--- config.mk ---
export PLATFORM = sky130hd
export DESIGN_NAME = flat_name_component_counter
export DESIGN_NICKNAME = d
export VERILOG_FILES = /design/src/rtl/fncc_pkg.sv /design/src/rtl/fncc_front.sv /design/src/rtl/fncc_queue.sv /design/src/rtl/fncc_back.sv /design/src/rtl/flat_name_component_counter.sv
export SDC_FILE = /design/constraint.sdc
export NUM_CORES = 1
export LEC_CHECK = 0
export BUFFER_PORTS_ARGS = -buffer_cell sky130_fd_sc_hd__buf_2
export CAP_MARGIN = 20
export CELL_PAD_IN_SITES_DETAIL_PLACEMENT = 0
export CELL_PAD_IN_SITES_GLOBAL_PLACEMENT = 1
export CORE_MARGIN = 4
export CORE_UTILIZATION = 48
export DETAILED_ROUTE_END_ITERATION = 8
export GPL_TIMING_DRIVEN = 1
export PLACE_DENSITY_LB_ADDON = 0.1
export SLEW_MARGIN = 20
export SYNTH_ARGS = -nofsm -noshare
export SYNTH_HDL_FRONTEND = slang
export SYNTH_HIERARCHICAL = 1
export SYNTH_SLANG_ARGS = --single-unit
--- constraint.sdc ---
create_clock -name clk_i -period 4 [get_ports clk_i]
set_input_delay 0.4 -clock clk_i [delete_from_list [all_inputs] [get_ports clk_i]]
set_output_delay 0.4 -clock clk_i [all_outputs]
set_load 0.01 [all_outputs]
--- src/rtl/fncc_pkg.sv ---
// -----------------------------------------------------------------------------
// fncc_pkg
// Shared types and constants of the flat name component counter.
// -----------------------------------------------------------------------------
package fncc_pkg;

  localparam int BYTE_W     = 8;
  localparam int LOW_W      = 7;
  localparam int COUNT_W    = 16;
  localparam logic [COUNT_W-1:0] COUNT_MAX = '1;

  // Queue between front and back; depth must be a power of two.
  localparam int QUEUE_DEPTH = 2;
  localparam int QUEUE_PTR_W = $clog2(QUEUE_DEPTH);
  localparam int QUEUE_CNT_W = $clog2(QUEUE_DEPTH + 1);

  typedef enum logic [1:0] {
    ERR_NONE        = 2'd0,
    ERR_NON_MINIMAL = 2'd1,
    ERR_TOO_LONG    = 2'd2,
    ERR_TRUNCATED   = 2'd3
  } err_code_e;

  typedef enum logic {
    PH_DELIM = 1'b0,
    PH_DATA  = 1'b1
  } phase_e;

  // One classified byte as it travels from front to back.
  typedef struct packed {
    logic [LOW_W-1:0] low7;      // length bits of a delimiter byte
    logic             cont;      // bit 7 set: delimiter continues
    logic             pad_lead;  // byte is exactly 0x80
    logic             last;      // final byte of the name
  } item_t;

endpackage

--- src/rtl/fncc_front.sv ---
// -----------------------------------------------------------------------------
// fncc_front
// Input side: takes name bytes and classifies them into queue items.
// -----------------------------------------------------------------------------
module fncc_front import fncc_pkg::*; (
  input  logic              in_valid_i,
  input  logic [BYTE_W-1:0] name_byte_i,
  input  logic              final_byte_i,
  input  logic              q_full_i,
  output logic              in_stall_o,
  output logic              push_o,
  output item_t             item_o
);

  assign in_stall_o = q_full_i;
  assign push_o     = in_valid_i && !q_full_i;

  always_comb begin
    item_o.low7     = name_byte_i[LOW_W-1:0];
    item_o.cont     = name_byte_i[BYTE_W-1];
    item_o.pad_lead = name_byte_i[BYTE_W-1] && (name_byte_i[LOW_W-1:0] == '0);
    item_o.last     = final_byte_i;
  end

endmodule

--- src/rtl/fncc_queue.sv ---
// -----------------------------------------------------------------------------
// fncc_queue
// Short FIFO of classified items between the front and the back.
// -----------------------------------------------------------------------------
module fncc_queue import fncc_pkg::*; (
  input  logic  clk_i,
  input  logic  rst_ni,
  input  logic  push_i,
  input  item_t item_i,
  input  logic  pop_i,
  output logic  full_o,
  output logic  valid_o,
  output item_t item_o
);

  item_t                  mem_q [QUEUE_DEPTH];
  logic [QUEUE_PTR_W-1:0] wr_ptr_q, wr_ptr_d;
  logic [QUEUE_PTR_W-1:0] rd_ptr_q, rd_ptr_d;
  logic [QUEUE_CNT_W-1:0] cnt_q, cnt_d;

  assign full_o  = (cnt_q == QUEUE_CNT_W'(QUEUE_DEPTH));
  assign valid_o = (cnt_q != '0);
  assign item_o  = mem_q[rd_ptr_q];

  always_comb begin
    wr_ptr_d = push_i ? wr_ptr_q + 1'b1 : wr_ptr_q;
    rd_ptr_d = pop_i  ? rd_ptr_q + 1'b1 : rd_ptr_q;
    cnt_d    = cnt_q;
    if (push_i && !pop_i) begin
      cnt_d = cnt_q + 1'b1;
    end else if (pop_i && !push_i) begin
      cnt_d = cnt_q - 1'b1;
    end
  end

  always_ff @(posedge clk_i or negedge rst_ni) begin
    if (!rst_ni) begin
      wr_ptr_q <= '0;
      rd_ptr_q <= '0;
      cnt_q    <= '0;
    end else begin
      wr_ptr_q <= wr_ptr_d;
      rd_ptr_q <= rd_ptr_d;
      cnt_q    <= cnt_d;
    end
  end

  always_ff @(posedge clk_i) begin
    if (push_i) begin
      mem_q[wr_ptr_q] <= item_i;
    end
  end

endmodule

--- src/rtl/fncc_back.sv ---
// -----------------------------------------------------------------------------
// fncc_back
// Parser: walks delimiters and data, counts components, holds the result.
// -----------------------------------------------------------------------------
module fncc_back import fncc_pkg::*; #(
  parameter int MAX_DELIM_BYTES = 3
) (
  input  logic               clk_i,
  input  logic               rst_ni,
  input  logic               q_valid_i,
  input  item_t              item_i,
  output logic               pop_o,
  output logic               out_valid_o,
  input  logic               out_stall_i,
  output logic [COUNT_W-1:0] component_count_o,
  output logic [1:0]         error_code_o
);

  localparam int LEN_W   = LOW_W * MAX_DELIM_BYTES;
  localparam int DSEEN_W = (MAX_DELIM_BYTES > 1) ? $clog2(MAX_DELIM_BYTES) : 1;
  localparam logic [DSEEN_W:0] MAX_D = (DSEEN_W + 1)'(MAX_DELIM_BYTES);

  phase_e               phase_q, phase_d, phase_step;
  logic [DSEEN_W-1:0]   dseen_q, dseen_d, dseen_step;
  logic [LEN_W-1:0]     acc_q, acc_d;
  logic [LEN_W-1:0]     left_q, left_d, left_dec, len_new;
  logic [COUNT_W-1:0]   cnt_q, cnt_d, cnt_step;
  err_code_e            err_q, err_d, err_step, err_fin;
  logic                 out_valid_q, out_valid_d;
  logic [COUNT_W-1:0]   count_q;
  err_code_e            code_q;

  logic blocked, act, data_done, too_long;
  logic ev_data, ev_nonmin, ev_cont_ok, ev_too_long, ev_end, count_inc, enter_data;
  logic finish;

  // Byte decode against the current parse position.
  always_comb begin
    blocked     = out_valid_q && out_stall_i;
    pop_o       = q_valid_i && !blocked;
    finish      = pop_o && item_i.last;
    act         = pop_o && (err_q == ERR_NONE);
    left_dec    = left_q - 1'b1;
    data_done   = (left_dec == '0);
    len_new     = LEN_W'({acc_q, item_i.low7});
    too_long    = (({1'b0, dseen_q} + 1'b1) >= MAX_D);
    ev_data     = act && (phase_q == PH_DATA);
    ev_nonmin   = act && (phase_q == PH_DELIM) && (dseen_q == '0) && item_i.pad_lead;
    ev_cont_ok  = act && (phase_q == PH_DELIM) && !ev_nonmin && item_i.cont && !too_long;
    ev_too_long = act && (phase_q == PH_DELIM) && !ev_nonmin && item_i.cont && too_long;
    ev_end      = act && (phase_q == PH_DELIM) && !item_i.cont;
    enter_data  = ev_end && (len_new != '0);
    count_inc   = (ev_data && data_done) || (ev_end && (len_new == '0));
  end

  // Phase next state.
  always_comb begin
    phase_step = phase_q;
    if (enter_data) begin
      phase_step = PH_DATA;
    end else if (ev_data && data_done) begin
      phase_step = PH_DELIM;
    end
    phase_d = finish ? PH_DELIM : phase_step;
  end

  // Length, count and error datapath.
  always_comb begin
    dseen_step = dseen_q;
    acc_d      = acc_q;
    left_d     = left_q;
    err_step   = err_q;
    cnt_step   = cnt_q;
    if (ev_data) begin
      left_d = left_dec;
    end
    if (ev_nonmin) begin
      err_step = ERR_NON_MINIMAL;
    end
    if (ev_too_long) begin
      err_step = ERR_TOO_LONG;
    end
    if (ev_cont_ok) begin
      acc_d      = len_new;
      dseen_step = dseen_q + 1'b1;
    end
    if (ev_end) begin
      acc_d      = '0;
      dseen_step = '0;
      if (enter_data) begin
        left_d = len_new;
      end
    end
    if (count_inc && (cnt_q != COUNT_MAX)) begin
      cnt_step = cnt_q + 1'b1;
    end

    err_fin = err_step;
    if ((err_step == ERR_NONE) && ((phase_step == PH_DATA) || (dseen_step != '0))) begin
      err_fin = ERR_TRUNCATED;
    end

    dseen_d = dseen_step;
    cnt_d   = cnt_step;
    err_d   = err_step;
    if (finish) begin
      dseen_d = '0;
      acc_d   = '0;
      left_d  = '0;
      cnt_d   = '0;
      err_d   = ERR_NONE;
    end

    out_valid_d = blocked ? 1'b1 : finish;
  end

  always_ff @(posedge clk_i or negedge rst_ni) begin
    if (!rst_ni) begin
      phase_q     <= PH_DELIM;
      dseen_q     <= '0;
      acc_q       <= '0;
      left_q      <= '0;
      cnt_q       <= '0;
      err_q       <= ERR_NONE;
      out_valid_q <= 1'b0;
    end else begin
      phase_q     <= phase_d;
      dseen_q     <= dseen_d;
      acc_q       <= acc_d;
      left_q      <= left_d;
      cnt_q       <= cnt_d;
      err_q       <= err_d;
      out_valid_q <= out_valid_d;
    end
  end

  // Result payload: load only when a final byte retires.
  always_ff @(posedge clk_i) begin
    if (finish) begin
      count_q <= cnt_step;
      code_q  <= err_fin;
    end
  end

  assign out_valid_o       = out_valid_q;
  assign component_count_o = count_q;
  assign error_code_o      = code_q;

endmodule

--- src/rtl/flat_name_component_counter.sv ---
// -----------------------------------------------------------------------------
// flat_name_component_counter
// Counts length-prefixed components of a flattened name, one byte per clock unless stalled.
// -----------------------------------------------------------------------------
// A flattened name streams in one byte per transaction, with final_byte_i
// high on its last byte. Each component is a big-endian base-128 length
// delimiter of up to MAX_DELIM_BYTES bytes followed by that many data bytes.
// One result transaction leaves per name, carrying the component count
// (saturating at 65535) and the first error met: non-minimal delimiter,
// delimiter too long, or truncated name. The block sustains one byte per
// clock while in_stall_o is low; a byte is registered in the item queue,
// then the parser updates its state and the result register from it, and
// the parser's per-byte state update is what sets the one-byte-per-clock
// figure. The two-entry queue lets input keep flowing while a result waits
// on out_stall_i; input stalls only once the queue fills.
// -----------------------------------------------------------------------------
module flat_name_component_counter import fncc_pkg::*; #(
  parameter int MAX_DELIM_BYTES = 3
) (
  input  logic               clk_i,
  input  logic               rst_ni,
  // byte input
  input  logic               in_valid_i,
  output logic               in_stall_o,
  input  logic [BYTE_W-1:0]  name_byte_i,
  input  logic               final_byte_i,
  // result output
  output logic               out_valid_o,
  input  logic               out_stall_i,
  output logic [COUNT_W-1:0] component_count_o,
  output logic [1:0]         error_code_o
);

  logic  q_full, q_push, q_pop, q_valid;
  item_t front_item, back_item;

  // Front: accept and classify each byte.
  fncc_front u_front (
    .in_valid_i   (in_valid_i),
    .name_byte_i  (name_byte_i),
    .final_byte_i (final_byte_i),
    .q_full_i     (q_full),
    .in_stall_o   (in_stall_o),
    .push_o       (q_push),
    .item_o       (front_item)
  );

  // Hold classified bytes so the front keeps going while the back waits.
  fncc_queue u_queue (
    .clk_i   (clk_i),
    .rst_ni  (rst_ni),
    .push_i  (q_push),
    .item_i  (front_item),
    .pop_i   (q_pop),
    .full_o  (q_full),
    .valid_o (q_valid),
    .item_o  (back_item)
  );

  // Back: parse, count and drive the result register.
  fncc_back #(
    .MAX_DELIM_BYTES (MAX_DELIM_BYTES)
  ) u_back (
    .clk_i             (clk_i),
    .rst_ni            (rst_ni),
    .q_valid_i         (q_valid),
    .item_i            (back_item),
    .pop_o             (q_pop),
    .out_valid_o       (out_valid_o),
    .out_stall_i       (out_stall_i),
    .component_count_o (component_count_o),
    .error_code_o      (error_code_o)
  );

endmodule

==> out/qor.yml, run 1 <==
critical_path:
  crit_fanout: 25
  cp-start-kind: "flop"
  r2r-end: "u_back/component_count_o[15]"
  critPathRequiredTime_ps: 4120
  r2r_slack_ps: 490
  worstReg2RegStart: "u_back/left_q[5]"
  critPathArrivalTime_ps: 3630
  crit_start: "u_back/left_q[5]"
  endpoint: "u_back/component_count_o[15]"
  path_class: "flop to flop"
  cp-end-kind: "flop"
  rr_worst_depth: 7
logic_synthesis:
  synthesis.nets: 511
  ys_ff_latch: 99
  avgSynthCellArea_sq_um: 10.35
  synth_edf_count: 38
  synthArstFlopShare: 0.6162
  synth_area_sq_um: 5084
  synth_cells: 491
  yosysSeqAreaShare: 0.5247
  ys_types: 58
  ys.flop_type: "dfrtp_1"
  yosys_warnings: 6
floorplan:
  dieArea_sq_um: 12300
  core_area_sq_um: 10320
  fp.dieW_um: 110.9
  ios: 33
  initial_core_util: 0.4924
  rows: 37
  fp.dieH_um: 110.9
finish:
  drive_gt1_frac: 0.1501
  n_antenna_cell: 0
  synthToLayoutAreaGrowth_pct: 7.999
  num-nets-final: 528
  stdcell_count: 649
timing:
  fmax_mhz: 284.8
  slew_headroom: 0.3583
  skew_ps: 12.63
  finalHoldViolations: 0
  slew_violations: 0
  tightest_slew_ps: 962.5
  rsz0062_at_grt: "false"
  setup_tns_ps: 0
  min_period_ps: 3511
  final.period_utilization: 0.8777
  finalSetupViolations: 0
run:
  cap_violations: 0
routing:
  vias: 3612
  firstDrtPassIters: 4
  wire_per_inst_um: 16.91
  drc: 0
  drt_iter0_drc: 215
  detail-route-antenna-nets: 0
  avgViaCountPerCell: 5.565
  totalWireLength_um: 10980
power_and_ir_drop:
  p_per_area_nw_per_um2: 667.1
  p_leak_nw: 2.249
  p_total_mw: 3.663
  ir_worst_vdd_v: 0.0005231
placement:
  dp_cells: 632
  place.gp.congestion: 0.8503
  io_buffer_count: 32
  hpwlAfterDp_um: 7724
global_routing:
  antenna_found_initial: 0
  grt_first_pass_wirelength_um: 18160
  grt_pass1_vias: 3445
  grt-ovfl-total: 0
  grt_util_met1: 0.2718
  use_met2: 0.2755
  top_usage_layer: "met2"
  grt_use_total: 0.1862
  grt_util_met3: 0.04858
  grt_max_degree: 57
clocking:
  ctsHtreeMaxLevel: 3
  holdBufCountCts: 0
  cts_root_buf: "clkbuf_8"
  postCtsSetupBuffers: 0
  clockBufferDepth: 2
  cts_tree: "done"
  clock_latency_ps: 380
  clkTransAtPathRegs_ps: 100
  cts_buffers: 9
  cts_sinks: 99
  cts_resized: 0
status:
  status: "complete, no violations"
min_path:
  hold_class: "primary input to asynchronous set/reset pin"
[registers in the layout, summed over array words and instances, names as in the netlist, 2 cells and up]
name and count:
u_back/acc_q 14, u_back/cnt_q 16, u_back/component_count_o 16, u_back/dseen_q 2, u_back/err_q 2, u_back/error_code_o 2, u_back/left_q 21, u_queue/cnt_q 2
u_queue/mem_q 20
[placed cells by master (no fill, tap or decap), drive strengths merged, types with 2 or more instances in the layout]
cell	Yosys	layout
xnor2	17	17
nor2	51	51
a211oi	21	21
and3	5	5
o21ai	8	8
nand4b	3	3
buf	17	41
and4	2	2
ha	7	7
nor3	15	15
nand3	7	7
clkbuf	18	13
mux2i	3	3
nor2b	4	4
nand3b	2	2
or3b	2	2
edfxtp	38	38
nand4	7	7
mux2	11	11
o31a	2	2
dfrtp	61	61
inv	8	9
a21boi	2	2
o31ai	6	6
a21oi	28	28
nand2b	7	7
nor3b	2	2
nand2	67	67
nor4b	3	3
nor4	10	10
or4	11	11
or3	10	10
xor2	15	15
a31oi	4	4
and2	2	2
[layout make-up]
| type | instances | area, sq um |
|---|---|---|
| fillers | 917 | 4833 |
| multi-input cells | 349 | 2192 |
| well taps | 136 | 170.2 |
| clock buffers | 13 | 168.9 |
| flip-flops and latches | 99 | 2668 |
| inverters | 8 | 30.03 |
| repair buffers | 41 | 240.2 |
| clock inverters | 3 | 21.27 |
[layer usage]
layer  routed length, um  vias to the layer above
met5                   0                        -
met1                5523                     1743
met2                4853                       67
li1                    -                     1796
met4                 103                        0
met3                 494                        6
[how the worst min path moves through the flow]
stage / start / endpoint / slack (ps) / cells past startpoint
after floorplan: rst_ni / u_back/acc_q[0] / 100 / 0
after global placement: u_queue/wr_ptr_q / u_queue/wr_ptr_q / 470 / 1
after detailed placement: u_queue/wr_ptr_q / u_queue/wr_ptr_q / 470 / 1
after CTS: rst_ni / u_back/left_q[9] / 70 / 1
after global routing: rst_ni / u_back/cnt_q[4] / 90 / 1
final: rst_ni / u_back/left_q[9] / 50 / 1
[report_power, final]
group	internal [mW]	switching [mW]
combinational	0.577	0.894
sequential	1.35	0.220
clock	0.279	0.343
[kinds of logic after synthesis]
logic type | count (synthesis) | share of synthesized area
AOI/OAI and AO/OA | 81 | 0.1041
xor gates and xnor gates | 32 | 0.05513
adders and majority gates | 7 | 0.01723
buffers and inverters | 43 | 0.04406
DFF | 99 | 0.5247
muxes | 14 | 0.03692
and+or+nand+nor | 215 | 0.2178
[Yosys cell counts, types with 11 or more instances]
library cell	n	area share
edfxtp_1	38	0.22
nor2_1	51	0.038
xor2_1	15	0.026
xnor2_1	17	0.029
nand2_1	67	0.049
nor3_1	13	0.013
clkbuf_1	18	0.013
a21oi_1	27	0.027
a211oi_1	21	0.031
or4_1	11	0.016
dfrtp_1	61	0.30
[through the flow]
stage / setup WS (ps) / instance area [sq um] / utilization / hold slack (ps)
CTS: 505.5 / 5470 / 0.5299 / 66.35
detailed placement: 532.8 / 5280 / 0.5115 / 471.6
global route: 297.8 / 5490 / 0.5318 / 85.67
global placement: 578.7 / 5280 / 0.5115 / 468.1
floorplan: 956.7 / 5084 / - / 104.4
finish: 489.1 / 5490 / 0.5318 / 46.62
[critical path: stages (launching register included)]
cell and delay, ps:
dfrtp_1 450, or4_1 660, or4b_4 600, o21a_1 180, nor2_1 150, o31a_1 800, nor3_1 220, xnor2_1 180
Power figures use the tool's default switching activity.
==> run 2: changes to the inputs <==
--- a/config.mk
+++ b/config.mk
@@ -13,7 +13,7 @@
 export CORE_UTILIZATION = 48
 export DETAILED_ROUTE_END_ITERATION = 8
 export GPL_TIMING_DRIVEN = 1
-export PLACE_DENSITY_LB_ADDON = 0.1
+export PLACE_DENSITY = 0.85
 export SLEW_MARGIN = 20
 export SYNTH_ARGS = -nofsm -noshare
 export SYNTH_HDL_FRONTEND = slang
==> run 2 against run 1 <==
- via count increased by 2.8%
- flip-flop and latch count unchanged
- fmax about the same
- final cell count increased by 0.15%
- first-iteration DRC count decreased by 0.47%
- die area unchanged
- critical endpoint is now u_back/cnt_q[15]
- largest cell class unchanged
- highest routed layer unchanged
==> out/qor.yml, run 2 (synthesis gave the netlist of run 1 again) <==
routing:
  detail-route-antenna-nets: 0  # unchanged
  firstDrtPassIters: 5  # +1
  wire_per_inst_um: 16.25  # -3.9%
  avgViaCountPerCell: 5.712  # +2.6%
  drt_iter0_drc: 214  # -0.47%
  totalWireLength_um: 10560  # -3.8%
  vias: 3713  # +2.8%
  drc: 0  # unchanged
finish:
  n_antenna_cell: 0  # unchanged
  regMostFlops: "u_back/left_q"
  stdcell_count: 650  # +0.15%
  num-nets-final: 529  # +0.19%
  final_area_sq_um: 5478  # -0.23%
  reg_top3: "u_back/left_q (21), u_queue/mem_q (20)"
  final_common_cell: "nand2_1"
  final_util: 0.5306  # -0.001212
  final_cell_mix: "67 x nand2_1, 61 x dfrtp_1, 51 x nor2_1, 38 x edfxtp_1, 32 x buf_2"
  drive_gt1_frac: 0.1440  # -0.006129
  largest_reg_flops: 21  # unchanged
  synthToLayoutAreaGrowth_pct: 7.753
floorplan:
  dieArea_sq_um: 12300  # unchanged
  fp.dieH_um: 110.9  # unchanged
  fp.dieW_um: 110.9  # unchanged
  initial_core_util: 0.4924  # unchanged
  rows: 37  # unchanged
  ios: 33  # unchanged
  core_area_sq_um: 10320  # unchanged
critical_path:
  crit_fanout: 25  # unchanged
  worstReg2RegStart: "u_back/left_q[5]"
  cp-end-kind: "flop"
  rr_worst_depth: 7  # unchanged
  r2r_slack_ps: 490  # about the same
  path_class: "flop to flop"
  cp-start-kind: "flop"
  r2r-end: "u_back/cnt_q[15]"
  critPathRequiredTime_ps: 4250  # +130 ps
  critPathArrivalTime_ps: 3760  # +130 ps
timing:
  rsz0062_at_grt: "false"
  skew_ps: 7.328  # -5.305 ps
  fmax_mhz: 285.0  # about the same
  slew_violations: 0  # unchanged
  setup_tns_ps: 0  # unchanged
  finalHoldViolations: 0  # unchanged
  timing.final.ws_setup_ps: 491.6  # +2.469 ps
  tightest_slew_ps: 947.3  # -15.14 ps
  min_period_ps: 3508  # -2.469 ps
  slew_headroom: 0.3684  # +0.01009
  final.period_utilization: 0.8771  # about the same
  finalSetupViolations: 0  # unchanged
  hold_slack_ps: 166.4  # +119.8 ps
placement:
  dp_slack_ps: 521.6  # -11.13 ps
  io_buffer_count: 32  # unchanged
  hpwlAfterDp_um: 7500  # -2.9%
  dp_cells: 634  # +0.32%
  place.gp.congestion: 0.8586  # +0.98%
  post_dp_cell_area_sq_um: 5295  # +0.28%
run:
  cap_violations: 0  # unchanged
status:
  status: "complete, no violations"
global_routing:
  grt-ovfl-total: 0  # unchanged
  antenna_found_initial: 0  # unchanged
  grt_max_degree: 43  # -25%
  grt_use_total: 0.1801  # -0.006027
  grt_first_pass_wirelength_um: 17910  # -1.4%
  grt_pass1_vias: 3626  # +5.3%
power_and_ir_drop:
  p_total_mw: 3.633  # -0.80%
  ir_worst_vdd_v: 0.0003669  # -30%
  p_per_area_nw_per_um2: 663.3  # -0.57%
  p_leak_nw: 2.244  # -0.23%
clocking:
  ctsHtreeMaxLevel: 3  # unchanged
  cts_root_buf: "clkbuf_8"
  holdBufCountCts: 0  # unchanged
  postCtsSetupBuffers: 0  # unchanged
  clock_latency_ps: 370  # about the same
  cts_tree: "done"
  clockBufferDepth: 2  # unchanged
  cts_buffers: 9  # unchanged
  cts_resized: 0  # unchanged
  cts_sinks: 99  # unchanged
  clkTransAtPathRegs_ps: 90  # about the same
min_path:
  hold_class: "primary input to asynchronous set/reset pin"
run 2: critical path, cell delays in order, from the launching register on:
cell     delay [ps]
dfrtp_1         450
or4_1           680
or4b_4          600
o21a_1          180
nor2_1          150
o31a_1          790
nor3_1          220
mux2_2          320
run 2: routing by layer:
metal / part of all wire / GRT usage / wire, um / vias up
li1: - / - / - / 1794
met1: 0.45 / 0.2316 / 4760 / 1817
met5: 0 / 0 / 0 / -
met3: 0.045 / 0.04039 / 477 / 13
met2: 0.49 / 0.3038 / 5157 / 89
met4: 0.016 / 0.05583 / 167 / 0
run 2: power breakdown:
part | switching [mW] | internal (mW) | leakage [nW] | total, mW
Clock | 0.336 | 0.285 | 0.0932 | 0.621
Combinational | 0.863 | 0.569 | 0.965 | 1.43
Sequential | 0.231 | 1.35 | 1.19 | 1.58
run 2: final cells by class:
cell class / count / area, sq um
Timing Repair Buffer: 42 / 235.2
Tap cell: 136 / 170.2
Inverter: 8 / 30.03
Fill cell: 922 / 4846
Sequential cell: 99 / 2668
Clock buffer: 10 / 127.6
Clock inverter: 6 / 55.05
Multi-Input combinational cell: 349 / 2192
run 2: worst max path at each step:
| stage | startpoint | end | slack, ps | depth (start not counted) |
|---|---|---|---|---|
| finish | u_back/left_q[5] | u_back/cnt_q[15] | 490 | 7 |
| detailed placement | u_back/left_q[0] | u_back/cnt_q[15] | 520 | 9 |
| global placement | u_back/left_q[5] | u_back/cnt_q[15] | 570 | 7 |
| CTS | u_back/left_q[0] | u_back/cnt_q[15] | 500 | 9 |
| global route | u_back/left_q[0] | u_back/cnt_q[15] | 290 | 8 |
| floorplan | u_back/left_q[0] | u_back/component_count_o[13] | 960 | 12 |
==> run 3: changes to the inputs <==
--- a/config.mk
+++ b/config.mk
@@ -10,10 +10,10 @@
 export CELL_PAD_IN_SITES_DETAIL_PLACEMENT = 0
 export CELL_PAD_IN_SITES_GLOBAL_PLACEMENT = 1
 export CORE_MARGIN = 4
-export CORE_UTILIZATION = 48
+export CORE_UTILIZATION = 50
 export DETAILED_ROUTE_END_ITERATION = 8
 export GPL_TIMING_DRIVEN = 1
-export PLACE_DENSITY = 0.85
+export PLACE_DENSITY = 0.88
 export SLEW_MARGIN = 20
 export SYNTH_ARGS = -nofsm -noshare
 export SYNTH_HDL_FRONTEND = slang
==> constraint.sdc (replaced) <==
create_clock -name clk_i -period 4.3 [get_ports clk_i]
set_input_delay 0.43 -clock clk_i [delete_from_list [all_inputs] [get_ports clk_i]]
set_output_delay 0.43 -clock clk_i [all_outputs]
set_load 0.01 [all_outputs]
==> run 3 against run 2 <==
- sequential share of layout area is 0.35 points lower
- core utilization is 3.1 points higher
- count of clock-buffer cells in the layout is 1 lower
- routed wire length is 0.29% lower
- total power is 4.3% lower
- hold slack better by 84 ps
- highest routed layer unchanged
- global-route usage is 1.4 points higher
- final cell count is 0.62% lower
- sequential power is 7% lower
==> out/qor.yml, run 3 (synthesis gave the netlist of run 1 again) <==
status:
  status: "complete, no violations"
critical_path:
  crit_chain: "inv_1 -> ha_1 -> nor3b_1 -> nor2_1 -> o31a_1 -> o2111ai_1 -> o31a_1 -> nor3_1 -> xnor2_1"
  critPathArrivalTime_ps: 3670  # -90 ps
  rr_worst_depth: 9  # +2
  cp-end-kind: "flop"
  critical_path.slowest_cell: "o31a_1"
  path_class: "flop to flop"
  cp-start-kind: "flop"
  critPathRequiredTime_ps: 4410  # +160 ps
  crit_fanout: 25  # unchanged
  cp_common_cell: "o31a_1"
  critPathMaxStageDelay_ps: 810  # +20 ps
timing:
  rsz0062_at_grt: "false"
  tightest_slew_ps: 977.0  # +29.64 ps
  fmax_mhz: 281.0  # -1.4%
  setup_tns_ps: 0  # unchanged
  finalSetupViolations: 0  # unchanged
  slew_violations: 0  # unchanged
  skew_ps: 9.451  # +2.123 ps
  timing.final.ws_setup_ps: 741.5  # +250.0 ps
  slew_headroom: 0.3487  # -0.01976
  min_period_ps: 3558  # +50.05 ps
  final.period_utilization: 0.8275  # -0.04955
  finalHoldViolations: 0  # unchanged
  hold_slack_ps: 250.3  # +83.93 ps
power_and_ir_drop:
  ir_worst_vdd_v: 0.0004010  # +9.3%
  p_leak_nw: 2.259  # +0.67%
  p_per_area_nw_per_um2: 630.1  # -5.0%
  p_total_mw: 3.477  # -4.3%
routing:
  drc: 0  # unchanged
  firstDrtPassIters: 6  # +1
  totalWireLength_um: 10530  # -0.29%
  avgViaCountPerCell: 5.632  # -1.4%
  wire_per_inst_um: 16.30  # +0.32%
  vias: 3638  # -2.0%
  detail-route-antenna-nets: 0  # unchanged
  drt_iter0_drc: 225  # +5.1%
global_routing:
  antenna_found_initial: 0  # unchanged
  grt_pass1_vias: 3597  # -0.80%
  grt_first_pass_wirelength_um: 17800  # -0.61%
  grt_use_total: 0.1936  # +0.01351
  grt_max_degree: 44  # +2.3%
  grt-ovfl-total: 0  # unchanged
clocking:
  ctsHtreeMaxLevel: 3  # unchanged
  postCtsSetupBuffers: 0  # unchanged
  clkTransAtPathRegs_ps: 100  # about the same
  clockBufferDepth: 2  # unchanged
  cts_sinks: 99  # unchanged
  clock_latency_ps: 370  # about the same
  cts_buffers: 9  # unchanged
  cts_tree: "done"
  cts_root_buf: "clkbuf_8"
floorplan:
  core_area_sq_um: 9819  # -4.9%
  fp.dieH_um: 108.8  # -1.9%
  dieArea_sq_um: 11840  # -3.7%
  rows: 36  # -2.7%
  ios: 33  # unchanged
  initial_core_util: 0.5177  # +0.02529
  fp.dieW_um: 108.8  # -1.9%
finish:
  largest_reg_flops: 21  # unchanged
  n_antenna_cell: 0  # unchanged
  num-nets-final: 528  # -0.19%
  final_area_sq_um: 5518  # +0.73%
  synthToLayoutAreaGrowth_pct: 8.540
  reg_top3: "u_back/left_q (21), u_queue/mem_q (20)"
  regMostFlops: "u_back/left_q"
  drive_gt1_frac: 0.1481  # +0.004179
  final_common_cell: "nand2_1"
  final_cell_mix: "67 x nand2_1, 61 x dfrtp_1, 51 x nor2_1, 38 x edfxtp_1, 32 x buf_2"
min_path:
  whs_path_depth: 1
  hold_class: "primary input to flop"
placement:
  dp_slack_ps: 808.7  # +287.1 ps
  post_dp_cell_area_sq_um: 5276  # -0.35%
  hpwlAfterDp_um: 7471  # -0.38%
  io_buffer_count: 32  # unchanged
  place.gp.congestion: 0.8790  # +2.4%
run:
  cap_violations: 0  # unchanged
-- run 3: cell types whose count changed in the layout (fill, tap and decap cells not counted) --
cell           before  now
clkinv_4            0    1
clkinv_2            1    0
buf_4              10    8
bufinv_16           1    2
clkbuf_1            1    0
clkinvlp_4          0    1
inv_8               0    2
clkinv_1            4    1
dlygate4sd3_1       0    1
-- run 3: worst paths after layout --
check | from | end | slack (ps)
worst max-delay path | u_back/left_q[0] | u_back/component_count_o[15] | 740
worst min-delay path | final_byte_i | u_queue/mem_q[1][0] | 250
worst max register to register | u_back/left_q[0] | u_back/component_count_o[15] | 740
worst min register to register | u_queue/cnt_q[1] | u_queue/cnt_q[1] | 490
max in group asynchronous | rst_ni | u_back/phase_q | 2840
min in group asynchronous | rst_ni | u_back/left_q[10] | 540
-- run 3: final cells by class --
type | count | area [sq um]
sequential | 99 | 2668
clock inverter | 7 | 107.6
multi-input combinational | 349 | 2192
fill | 901 | 4302
timing repair buffer | 41 | 230.2
clock buffer | 9 | 123.9
tap | 133 | 166.4
inverter | 8 | 30.03
-- run 3: repair_timing --
action                                 4_1_cts  5_1_grt
endpoints found under the hold margin       16        0
gates resized for setup                      0        0
hold buffers                                 1        0
-- run 3: critical path, delay by kind of cell, from the launching register on --
family | cells | cell delay, ps
compound gates | 3 | 1420
xor+xnor | 1 | 180
fa+ha+maj | 1 | 230
buf+inv | 1 | 90
flops | 1 | 480
simple gates | 3 | 880
-- run 3: layer usage --
| metal | track usage | share of wire |
|---|---|---|
| met3 | 0.04204 | 0.043 |
| met5 | 0 | 0 |
| met1 | 0.2517 | 0.44 |
| met4 | 0.05951 | 0.018 |
| met2 | 0.3252 | 0.50 |
-- run 3: metrics by stage --
step | instances | utilization
after floorplan | 491 | -
after global placement | 629 | 0.5373
after detailed placement | 629 | 0.5373
after CTS | 646 | 0.5619
after global routing | 646 | 0.5619
final | 646 | 0.5619
-- run 3: power by group --
group          leakage, nW  internal [mW]  switching (mW)
clock                0.114          0.339           0.342
combinational        0.960          0.518           0.803
sequential            1.19           1.25           0.220
total                 2.26           2.11            1.37
